==> config.mk <==
export PLATFORM = sky130hd
export DESIGN_NAME = letter_frequency_ranker_unit
export DESIGN_NICKNAME = d
export VERILOG_FILES = /design/src/rtl/lfr_pkg.sv /design/src/rtl/lfr_store.sv /design/src/rtl/lfr_seq.sv /design/src/rtl/letter_frequency_ranker_unit.sv
export SDC_FILE = /design/constraint.sdc
export NUM_CORES = 2
export LEC_CHECK = 0
export BUFFER_PORTS_ARGS = -buffer_cell sky130_fd_sc_hd__buf_2
export CORE_ASPECT_RATIO = 0.6
export CORE_MARGIN = 4
export CORE_UTILIZATION = 41
export DETAILED_ROUTE_END_ITERATION = 7
export HOLD_SLACK_MARGIN = 0.12
export PLACE_DENSITY = 0.63
export SLEW_MARGIN = 20
export SYNTH_ARGS = -nofsm -noshare
export SYNTH_HDL_FRONTEND = slang
export SYNTH_SLANG_ARGS = --single-unit
==> constraint.sdc <==
create_clock -name clk -period 5.8 [get_ports clk]
set_input_delay 0.58 -clock clk [delete_from_list [all_inputs] [get_ports clk]]
set_output_delay 0.58 -clock clk [all_outputs]
set_load 0.1 [all_outputs]
==> src/rtl/lfr_pkg.sv <==
// Package for the letter frequency ranker: sizes, widths and the store control word.
// It depends on nothing. The store, the sequencer and the top level use it.
package lfr_pkg;

	localparam int ALPHABET_SIZE = 26;
	localparam int COUNT_BITS = 16;
	localparam int IDX_BITS = $clog2(ALPHABET_SIZE);
	localparam int CHAR_BITS = 8;
	localparam int OUT_IDX_BITS = 5;
	localparam int OUT_CNT_BITS = 16;
	localparam logic [CHAR_BITS-1:0] FIRST_CODE = CHAR_BITS'(65);
	localparam logic [CHAR_BITS:0] END_CODE = (CHAR_BITS+1)'(65 + ALPHABET_SIZE);
	localparam logic [COUNT_BITS-1:0] COUNT_MAX = {COUNT_BITS{1'b1}};
	localparam logic [IDX_BITS-1:0] LAST_POS = IDX_BITS'(ALPHABET_SIZE - 1);
	localparam logic [IDX_BITS-1:0] LAST_STEP = IDX_BITS'(ALPHABET_SIZE - 2);

	typedef logic [COUNT_BITS-1:0] count_t;
	typedef logic [IDX_BITS-1:0] pos_t;

	// Control word from the sequencer to the counter store.
	typedef struct packed {
		logic inc_en;
		pos_t inc_addr;
		logic init_idx;
		logic clear;
		logic wa_en;
		pos_t wa_addr;
		count_t wa_cnt;
		pos_t wa_idx;
		logic wb_en;
		pos_t wb_addr;
		count_t wb_cnt;
		pos_t wb_idx;
		pos_t rd_addr;
	} store_ctl_t;

endpackage

==> src/rtl/lfr_store.sv <==
// Counter store: per-position count and letter registers plus the saturating total.
// Depends on lfr_pkg; driven by the sequencer through an lfr_pkg::store_ctl_t word.
module lfr_store (
	input  logic                clk,
	input  logic                arst_n,
	input  lfr_pkg::store_ctl_t ctl,
	output lfr_pkg::count_t     rd_cnt,
	output lfr_pkg::pos_t       rd_idx,
	output lfr_pkg::count_t     total
);

	lfr_pkg::count_t cnt_q [lfr_pkg::ALPHABET_SIZE];
	lfr_pkg::pos_t   idx_q [lfr_pkg::ALPHABET_SIZE];
	lfr_pkg::count_t total_q;

	assign rd_cnt = cnt_q[ctl.rd_addr];
	assign rd_idx = idx_q[ctl.rd_addr];
	assign total  = total_q;

	always_ff @(posedge clk or negedge arst_n) begin
		if (!arst_n) begin
			for (int i = 0; i < lfr_pkg::ALPHABET_SIZE; i++) begin
				cnt_q[i] <= '0;
			end
			total_q <= '0;
		end else begin
			priority if (ctl.clear) begin
				for (int i = 0; i < lfr_pkg::ALPHABET_SIZE; i++) begin
					cnt_q[i] <= '0;
				end
				total_q <= '0;
			end else if (ctl.inc_en) begin
				if (cnt_q[ctl.inc_addr] != lfr_pkg::COUNT_MAX) begin
					cnt_q[ctl.inc_addr] <= cnt_q[ctl.inc_addr] + 1'b1;
				end
				if (total_q != lfr_pkg::COUNT_MAX) begin
					total_q <= total_q + 1'b1;
				end
			end else begin
				if (ctl.wa_en) begin
					cnt_q[ctl.wa_addr] <= ctl.wa_cnt;
				end
				if (ctl.wb_en) begin
					cnt_q[ctl.wb_addr] <= ctl.wb_cnt;
				end
			end
		end
	end

	// Letter tags carry no reset; they are set to the identity before every sort.
	always_ff @(posedge clk) begin
		if (ctl.init_idx) begin
			for (int i = 0; i < lfr_pkg::ALPHABET_SIZE; i++) begin
				idx_q[i] <= lfr_pkg::IDX_BITS'(i);
			end
		end else begin
			if (ctl.wa_en) begin
				idx_q[ctl.wa_addr] <= ctl.wa_idx;
			end
			if (ctl.wb_en) begin
				idx_q[ctl.wb_addr] <= ctl.wb_idx;
			end
		end
	end

endmodule

==> src/rtl/lfr_seq.sv <==
// Sequencer: counts input words, runs the bubble sort with one shared comparator
// and steps the report out. Depends on lfr_pkg; controls lfr_store.
module lfr_seq (
	input  logic                                 clk,
	input  logic                                 arst_n,
	input  logic                                 in_valid,
	input  logic [lfr_pkg::CHAR_BITS-1:0]        char_code,
	input  logic                                 end_of_text,
	output logic                                 in_ready,
	input  logic                                 out_free,
	input  lfr_pkg::count_t                      rd_cnt,
	input  lfr_pkg::pos_t                        rd_idx,
	output lfr_pkg::store_ctl_t                  ctl,
	output logic                                 emit,
	output logic                                 emit_last
);

	typedef enum logic [1:0] {
		ST_IDLE,
		ST_LOAD,
		ST_CMP,
		ST_EMIT
	} state_t;

	state_t state_q;
	lfr_pkg::pos_t step_q;
	lfr_pkg::pos_t pass_q;
	lfr_pkg::pos_t rank_q;
	lfr_pkg::count_t carry_cnt_q;
	lfr_pkg::pos_t carry_idx_q;

	logic is_letter;
	logic swap;
	logic last_step;

	assign is_letter = (char_code >= lfr_pkg::FIRST_CODE) &&
		({1'b0, char_code} < lfr_pkg::END_CODE);
	// The carried entry stays only when the next entry is strictly larger, which keeps ties stable.
	assign swap = carry_cnt_q < rd_cnt;
	assign last_step = step_q == lfr_pkg::LAST_STEP;

	always_comb begin
		ctl = '0;
		in_ready = 1'b0;
		emit = 1'b0;
		emit_last = 1'b0;
		unique case (state_q)
			ST_IDLE: begin
				in_ready = 1'b1;
				ctl.inc_addr = lfr_pkg::IDX_BITS'(char_code - lfr_pkg::FIRST_CODE);
				if (in_valid) begin
					ctl.inc_en = is_letter;
					ctl.init_idx = end_of_text;
				end
			end
			ST_LOAD: begin
				ctl.rd_addr = '0;
			end
			ST_CMP: begin
				ctl.rd_addr = step_q + 1'b1;
				ctl.wa_en = 1'b1;
				ctl.wa_addr = step_q;
				ctl.wa_cnt = swap ? rd_cnt : carry_cnt_q;
				ctl.wa_idx = swap ? rd_idx : carry_idx_q;
				ctl.wb_en = last_step;
				ctl.wb_addr = step_q + 1'b1;
				ctl.wb_cnt = swap ? carry_cnt_q : rd_cnt;
				ctl.wb_idx = swap ? carry_idx_q : rd_idx;
			end
			ST_EMIT: begin
				ctl.rd_addr = rank_q;
				emit = out_free;
				emit_last = rank_q == lfr_pkg::LAST_POS;
				ctl.clear = out_free && (rank_q == lfr_pkg::LAST_POS);
			end
			default: begin
				ctl = '0;
			end
		endcase
	end

	always_ff @(posedge clk or negedge arst_n) begin
		if (!arst_n) begin
			state_q <= ST_IDLE;
			step_q <= '0;
			pass_q <= '0;
			rank_q <= '0;
			carry_cnt_q <= '0;
			carry_idx_q <= '0;
		end else begin
			unique case (state_q)
				ST_IDLE: begin
					if (in_valid && end_of_text) begin
						state_q <= ST_LOAD;
						pass_q <= '0;
					end
				end
				ST_LOAD: begin
					carry_cnt_q <= rd_cnt;
					carry_idx_q <= rd_idx;
					step_q <= '0;
					state_q <= ST_CMP;
				end
				ST_CMP: begin
					if (!swap) begin
						carry_cnt_q <= rd_cnt;
						carry_idx_q <= rd_idx;
					end
					if (last_step) begin
						step_q <= '0;
						if (pass_q == lfr_pkg::LAST_STEP) begin
							pass_q <= '0;
							rank_q <= '0;
							state_q <= ST_EMIT;
						end else begin
							pass_q <= pass_q + 1'b1;
							state_q <= ST_LOAD;
						end
					end else begin
						step_q <= step_q + 1'b1;
					end
				end
				ST_EMIT: begin
					if (out_free) begin
						if (rank_q == lfr_pkg::LAST_POS) begin
							state_q <= ST_IDLE;
						end else begin
							rank_q <= rank_q + 1'b1;
						end
					end
				end
				default: begin
					state_q <= ST_IDLE;
				end
			endcase
		end
	end

endmodule

==> src/rtl/letter_frequency_ranker_unit.sv <==
// Top level of the letter frequency ranker: the sequencer, the counter store and
// the output word register. Depends on lfr_pkg, lfr_store and lfr_seq.
//
// Usage: character words enter on in_valid/in_ready with char_code and end_of_text.
// Codes A to Z raise their own saturating counter and the saturating total.
// A plain character is accepted at once, and in_ready stays high for the next one.
// A word with end_of_text set is counted, then the counters are ranked by a bubble
// sort on one shared comparator: 25 passes, each a load step and then a compare of
// every adjacent pair. Then 26 report words leave on out_valid/out_ready, one per
// cycle while the receiver takes them, highest count first, ties in alphabetical
// order, with last_rank set on the final one. The counters clear with the final
// word, and in_ready returns the cycle after it is loaded.
// in_ready is low throughout the sort and the report. A stalled receiver holds the
// output word and pauses the report; nothing is dropped.
// Reset clears all counters, the total and the output valid flag.
module letter_frequency_ranker_unit (
	input  logic        clk,
	input  logic        arst_n,
	input  logic        in_valid,
	output logic        in_ready,
	input  logic [7:0]  char_code,
	input  logic        end_of_text,
	output logic        out_valid,
	input  logic        out_ready,
	output logic [4:0]  letter_index,
	output logic [15:0] letter_count,
	output logic [15:0] total_letters,
	output logic        last_rank
);

	lfr_pkg::store_ctl_t ctl;
	lfr_pkg::count_t rd_cnt;
	lfr_pkg::pos_t rd_idx;
	lfr_pkg::count_t total;
	logic out_free;
	logic emit;
	logic emit_last;

	logic out_valid_q;
	logic [lfr_pkg::OUT_IDX_BITS-1:0] letter_index_q;
	logic [lfr_pkg::OUT_CNT_BITS-1:0] letter_count_q;
	logic [lfr_pkg::OUT_CNT_BITS-1:0] total_letters_q;
	logic last_rank_q;

	// The output register can take a new word when it is empty or being emptied.
	assign out_free = !out_valid_q || out_ready;

	lfr_seq u_seq (
		.clk         (clk),
		.arst_n      (arst_n),
		.in_valid    (in_valid),
		.char_code   (char_code),
		.end_of_text (end_of_text),
		.in_ready    (in_ready),
		.out_free    (out_free),
		.rd_cnt      (rd_cnt),
		.rd_idx      (rd_idx),
		.ctl         (ctl),
		.emit        (emit),
		.emit_last   (emit_last)
	);

	lfr_store u_store (
		.clk    (clk),
		.arst_n (arst_n),
		.ctl    (ctl),
		.rd_cnt (rd_cnt),
		.rd_idx (rd_idx),
		.total  (total)
	);

	always_ff @(posedge clk or negedge arst_n) begin
		if (!arst_n) begin
			out_valid_q <= 1'b0;
		end else if (out_free) begin
			out_valid_q <= emit;
		end
	end

	always_ff @(posedge clk) begin
		if (emit) begin
			letter_index_q <= lfr_pkg::OUT_IDX_BITS'(rd_idx);
			letter_count_q <= lfr_pkg::OUT_CNT_BITS'(rd_cnt);
			total_letters_q <= lfr_pkg::OUT_CNT_BITS'(total);
			last_rank_q <= emit_last;
		end
	end

	assign out_valid = out_valid_q;
	assign letter_index = letter_index_q;
	assign letter_count = letter_count_q;
	assign total_letters = total_letters_q;
	assign last_rank = last_rank_q;

endmodule

## Word-level counts from Yosys, hierarchy flattened

Memory sizes are Yosys's and may differ from the RTL's.
Cells that the tools add are included.

| operators by class | value |
|---|---|
| add/sub/neg operators | 6 |
| reduce and logical (&&, ||, !) cells | 20 |
| bitwise operators | 4 |
| mux-type cells | 70 |
| eq/ne operators | 15 |
| $lt $le $gt $ge | 10 |

Operators by type and width:

| kind | number |
|---|---|
| $mux 416 | 7 |
| $bwmux 416 | 3 |
| $demux 16 s5 | 3 |
| $mux 16 | 12 |
| $bmux 16 s5 | 2 |
| $mux 5 | 14 |
| $mux 54 | 1 |
| $pmux 5 s2 | 5 |
| $add 16x1->16 const B | 2 |
| $ne 16x16->1 const B | 2 |
| $pmux 16 s2 | 1 |
| $ge 6x6->1 const B | 4 |
| $not 5->6 | 4 |
| $lt 6x1->1 const B | 3 |
| $lt 16x16->1 | 1 |
| $add 5x1->5 const B | 3 |
| $eq 5x5->1 const B | 3 |
| $mux 1 | 15 |
| $mux 2 | 5 |
| $ne 2x1->1 const B | 5 |
| $reduce_bool 2->1 | 5 |
| $reduce_or 5->1 | 2 |
| $ge 8x7->1 const B | 1 |
| $lt 8x7->1 const B | 1 |
| 15 further kinds | 21 |

| word-level totals | value |
|---|---|
| memories | 1 |
| bits of input ports | 13 |
| word-level logic and storage cells | 164 |
| output and inout bits | 40 |
| register bits after elaboration | 509 |
| RAM bits | 130 |

Memories:

| name | depth | width | read ports | clocked after memory_dff | wr ports | RTL line | text |
|---|---|---|---|---|---|---|---|
| u_store.idx_q | 26 | 5 | 1 | 0 | 26 | lfr_store.sv:13 | `lfr_pkg::pos_t idx_q [lfr_pkg::ALPHABET_SIZE];` |

## Depth between registers and ports, before layout

| logic depth | value |
|---|---|
| depth after elaboration | 22 |
| mapped depth | 31 |
| mapped depth without buffers | 21 |

## Modules after synthesis

A second synthesis with hierarchy kept.

| unflattened totals | value |
|---|---|
| cell total of the unflattened synthesis | 4897 |
| area total of the unflattened synthesis | 48063.6 um^2 |

Modules (own cells, without submodules):

| module | seq. area each (um^2) | area each (um^2) | instances | cells an instance |
|---|---|---|---|---|
| lfr_store | 15615.0 | 43630.6 | 1 | 4507 |
| lfr_seq | 950.9 | 3244.4 | 1 | 349 |
| letter_frequency_ranker_unit | 1166.1 | 1188.6 | 1 | 41 |

## Worst setup path after synthesis

Ideal clock, no wire load.

| timing path | value |
|---|---|
| path kind | register to register |
| start point | register u_seq.state_q[0] |
| end point | memory u_store.idx_q[24][3] (netlist name) (data pin) |
| path slack | -392 ps |
| buffers on the path | 11 |
| stages on the path, launching flop included | 30 |
| clock period less this slack | 6192 ps |
| setup time | 274 ps |
| required time | 5526 ps |
| data arrival time | 5918 ps |
| cells stage by stage | dfrtp_1 > inv_1 > ha_1 > buf_2 > nor2b_1 > buf_4 > a21o_1 > buf_4 > buf_4 > buf_4 > buf_6 > buf_4 > buf_2 > mux2i_1 > o22ai_1 > or4b_2 > o21a_1 > inv_1 > ha_1 > a21o_1 > a21o_1 > a21oi_1 > nand3_1 > o31ai_4 > buf_2 > buf_4 > clkbuf_1 > o21ai_0 > nand2_1 > a32oi_1 |

RTL lines:

| what | RTL line | text |
|---|---|---|
| start: declaration | lfr_seq.sv:25 | `state_t state_q;` |
| start signal: assignment | lfr_seq.sv:84 | `state_q <= ST_IDLE;` |
| start signal: assignment | lfr_seq.sv:94 | `state_q <= ST_LOAD;` |
| start signal: assignment | lfr_seq.sv:102 | `state_q <= ST_CMP;` |
| end: declaration | lfr_store.sv:13 |  |

## Final worst setup path

| timing path | value |
|---|---|
| start point | register u_seq.state_q[0] |
| end point | register u_store.cnt_q[182] (netlist name) |

| between the ends | value |
|---|---|
| cells in the longest elaborated chain, start to end | 17 |
| elaborated cells between the ends (all ways) | 48 |
| classes of those cells | add/sub: 1; order compare: 7; eq/ne: 4; mux: 28; bitwise: 4; reduce/logical: 4 |

Ends and longest elaborated chain:

| what | RTL line | text |
|---|---|---|
| $eq 2x2->1 | lfr_seq.sv:47 | `unique case (state_q)` |
| $pmux 5 s2 | lfr_seq.sv:47 |  |
| $not 5->6 (not written as such) | lfr_store.sv:16 | `assign rd_cnt = cnt_q[ctl.rd_addr];` |
| $bmux 16 s5 | lfr_store.sv:16 |  |
| $mux 16 (not written as such) (2 in series) | lfr_store.sv:16 |  |
| $lt 16x16->1 | lfr_seq.sv:39 | `assign swap = carry_cnt_q < rd_cnt;` |
| $mux 16 | lfr_seq.sv:63 | `ctl.wa_cnt = swap ? rd_cnt : carry_cnt_q;` |
| $mux 54 | lfr_seq.sv:47 |  |
| $bwmux 416 | lfr_store.sv:41 | `cnt_q[ctl.wa_addr] <= ctl.wa_cnt;` |
| $mux 416 | lfr_store.sv:40 | `if (ctl.wa_en) begin` |
| $mux 416 | lfr_store.sv:32 | `end else if (ctl.inc_en) begin` |
| $mux 416 | lfr_store.sv:27 | `priority if (ctl.clear) begin` |
| $bwmux 416 | lfr_store.sv:44 | `cnt_q[ctl.wb_addr] <= ctl.wb_cnt;` |
| $mux 416 | lfr_store.sv:43 | `if (ctl.wb_en) begin` |
| $mux 416 | lfr_store.sv:32 |  |
| $mux 416 | lfr_store.sv:27 |  |
| end signal: indexed assignment | lfr_store.sv:34 | `cnt_q[ctl.inc_addr] <= cnt_q[ctl.inc_addr] + 1'b1;` |
| end signal: indexed assignment | lfr_store.sv:41 |  |
| end signal: indexed assignment | lfr_store.sv:44 |  |
| end: declaration | lfr_store.sv:12 | `lfr_pkg::count_t cnt_q [lfr_pkg::ALPHABET_SIZE];` |

Parallel ways exist; a longest one is shown, timed or not. The select of a mux whose other input is x is not followed.
A chain may end at the register's enable or synchronous reset.

==> metrics.yaml <==
grt:
  grt_pass1_wl_um: 280000
  overflow: 0
  grt_pass1_vias: 35700
  grt_max_degree: 150
  grt_antenna_before_repair: 9
  grt_use_total_pct: 37.8
power:
  clock_power_share_pct: 18.8
  p_per_area_mw_per_mm2: 551
  ir_worst_vdd_v: 0.000490
  p_seq_share_pct: 24.3
  switchingPower_w: 0.0126
  p_total_w: 0.0257
  p_int_w: 0.0131
  power_frac_comb_pct: 56.9
  swShare_pct: 49.1
  leakage_nw: 18.1
cts:
  worstSkewPairLatency_ps: 680
  cts_buffers: 70
  clkTransAtPathRegs_ps: 60
  cts_tree: "yes"
  cts.sinks: 669
  cts_buffer_depth: 3
  cts_root_buf: "clkbuf_16"
  cts_max_level: 3
synth:
  synth_cell_types: 91
  synth-seq-cells: 669
  syn-cell-area_mm2: 0.0398
  synthesis.nets: 4055
  syn_inst: 4012
  ys_seq_area_share_pct: 44.6
  syn_area_per_cell_um2: 9.92
  synthArstFlopShare_pct: 70.4
  synth_ff_type: "dfrtp_1"
  synth_enable_flop_cells: 198
  synth_warnings: 0
cells_and_area:
  multi_input_area_mm2: 0.0206
  fill_cells: 8945
  syn_to_final_growth_pct: 17.2
  final_util_pct: 48.5
  regArea_mm2: 0.0177
  final_cell_mix: "nand2_1, dfrtp_1, buf_4"
  layout.nets: 4207
  drive_gt1_share_pct: 20.3
  fin_cells: 5526
  final_common_cell: "nand2_1"
floorplan:
  ioPinCount: 53
  rows: 88
  start_util_pct: 41.4
  core_mm2: 0.0961
  dieArea_mm2: 0.102
  fp.dieH_um: 249
  die_width_um: 410
placed_design:
  dp.cells: 5392
  numPortBuffers: 52
  gp_congestion: 1.06
  dp_hpwl_um: 147000
worst_setup_path:
  start_kind: "register"
  cp_top_family: "compound AO/OA/AOI/OAI gates"
  crit_arrival_ps: 6440
  cp_max_fo: 23
  crit_chain: "inv_1 > buf_4 > ha_4 > nand2b_2 > buf_4 > o22ai_1 > a2111oi_0 > a211o_1 > nor4_2 > inv_1 > ha_1 > inv_1 > nor3_2 > buf_4 > nand2_1 > xor2_2 > buf_4 > a22oi_1 > o21ai_0"
  cp_common_cell: "buf_4"
  crit_slowest_cell: "a2111oi_0"
  slowest_delay_ps: 1080
  crit_buf_inv: 7
  crit_path_end_kind: "register"
  criticalPathCategory: "register to register"
  crit_required_ps: 6400
timing:
  relSlewSlack_pct: 13.3
  slew_violations: 0
  clock-skew-final_ps: 37.6
  tightestPinTransition_ps: 1270
  fin_crit_sh_pct: 101
  period_minus_slack_ps: 5850
  postLayoutSetupSlackWorst_ps: -46.5
  setup_viol: 13
  tns_ps: -293
  max_freq_mhz: 171
  hold_violations: 0
drt:
  routedWlPerCell_um: 36.2
  first_pass_iters: 6
  ant_nets: 0
  drc_errors: 0
  vias_per_cell: 7.08
  dr.first_iter.drc_count: 6956
  vias: 39100
  wl_um: 200000
status:
  status: "finished with violations"
  violations: "setup timing"
hold_path:
  hp-class: "primary input to register"
flow_run:
  cap_violations: 0
## synthesized netlist by cell type, types with 15 or more instances
cell type,number,area share (%)
a22o_1,22,0.48
nor2_1,257,2.4
o21ai_0,226,2.8
a31oi_1,17,0.27
a211oi_1,43,0.81
clkbuf_1,197,1.9
buf_1,28,0.26
buf_4,15,0.28
mux4_2,121,6.9
nor3_1,44,0.55
a22oi_1,64,1.2
nand2b_1,27,0.42
o2bb2ai_1,25,0.55
o22ai_4,18,0.91
nor2b_1,16,0.25
mux2i_1,158,4.0
a21oi_1,124,1.6
dfrtp_1,471,30
o22ai_1,98,1.5
edfxtp_1,198,15
a32oi_1,102,2.2
xor2_1,16,0.35
nand3_1,92,1.2
o21ai_1,50,0.63
a21o_1,16,0.30
mux2_2,50,1.4
nand4_1,26,0.41
ha_1,30,0.94
o221ai_1,244,5.4
and3_1,19,0.30
nand2_1,712,6.7
and2_1,22,0.35
inv_1,64,0.60
or3_1,16,0.25
o211ai_1,34,0.64
buf_2,119,1.5
## per-layer routing
metal	vias to the layer above	part of all wire, %	global-route usage, %
met4	16	2.9	9.18
met1	19600	42	56.7
met2	3461	36	45.8
met3	383	19	20.8
li1	15700	-	-
met5	-	0.17	0
## per-stage QoR
stage	instance area, µm²	hold WS [ps]	setup slack [ps]
global route	46600	430	-12.0
floorplan	39800	284	23.7
finish	46600	462	-46.5
global placement	44100	483	-126
detailed placement	44100	484	-124
CTS	46500	409	38.8
## power groups by stage
stage          registers [W]  clock network [W]  logic, W
2_1_floorplan        0.00669                  0   0.00629
3_3_place_gp         0.00627                  0    0.0137
3_5_place_dp         0.00627                  0    0.0137
5_1_grt              0.00627            0.00504    0.0149
4_1_cts              0.00619            0.00486    0.0138
6_report             0.00625            0.00482    0.0146
## final cells by class
type | count | area share (%)
timing repair buffer | 443 | 8.73
antenna | 1 | 0.00537
multi-input combinational | 2915 | 44.1
tap | 1305 | 3.50
clock buffer | 93 | 4.27
sequential | 669 | 38.0
clock inverter | 35 | 0.813
inverter | 65 | 0.523
## flip-flops by register name, summed over array words and instances (netlist names)
register / cells
last_rank: 1
letter_count: 16
letter_index: 5
out_valid: 1
total_letters: 16
u_seq.carry_cnt_q: 16
u_seq.carry_idx_q: 5
u_seq.pass_q: 5
u_seq.rank_q: 5
u_seq.state_q: 2
u_seq.step_q: 5
u_store.cnt_q: 416
u_store.idx_q: 160
u_store.total: 16
## what timing repair did
item,in CTS,in global routing
hold buffers,1,0
pin swaps,0,3
endpoints found under the setup margin,201,458
setup buffers,0,2
endpoints found under the hold margin,67,0
gates cloned,0,2
gates resized for setup,1,27
## kinds of logic (layout without fill, tap and decap cells)
| kind of cell | Yosys count | in the layout | synth area share, % |
|---|---|---|---|
| buffers and inverters | 430 | 636 | 4.69 |
| other | 0 | 1 | 0 |
| adder cells (fa/ha/maj) | 30 | 30 | 0.944 |
| multiplexers | 331 | 331 | 12.3 |
| XOR/XNOR | 29 | 29 | 0.676 |
| flip-flops | 669 | 669 | 44.6 |
| AND/OR/NAND/NOR | 1291 | 1291 | 14.0 |
| AO/OA/AOI/OAI | 1232 | 1234 | 22.8 |
## final timing paths
kind	startpoint	to	slack, ps	cells after the start
max reg2reg	u_seq.state_q[0]$_DFFE_PN0P_	u_store.cnt_q[182]$_DFFE_PN0P_	-50	19
max	u_seq.state_q[0]$_DFFE_PN0P_	u_store.cnt_q[182]$_DFFE_PN0P_	-50	19
min	out_ready	out_valid$_DFFE_PN0N_	460	3
min in group asynchronous	arst_n	u_store.cnt_q[78]$_DFFE_PN0P_	470	2
min reg2reg	u_store.total[9]$_DFFE_PN0P_	total_letters[9]$_DFFE_PP_	500	0
max in group asynchronous	arst_n	u_store.cnt_q[198]$_DFFE_PN0P_	3900	3
## worst reg2reg max path, delay by kind of cell, from the launching register on
| family | cells | cell delay (ps) |
|---|---|---|
| AOI/OAI and AO/OA | 5 | 1680 |
| xor gates and xnor gates | 1 | 810 |
| buffers and inverters | 7 | 1410 |
| and+or+nand+nor | 4 | 1050 |
| adders and majority gates | 2 | 410 |
| DFF | 1 | 400 |
Note: power is estimated with default switching activity, not from simulation.
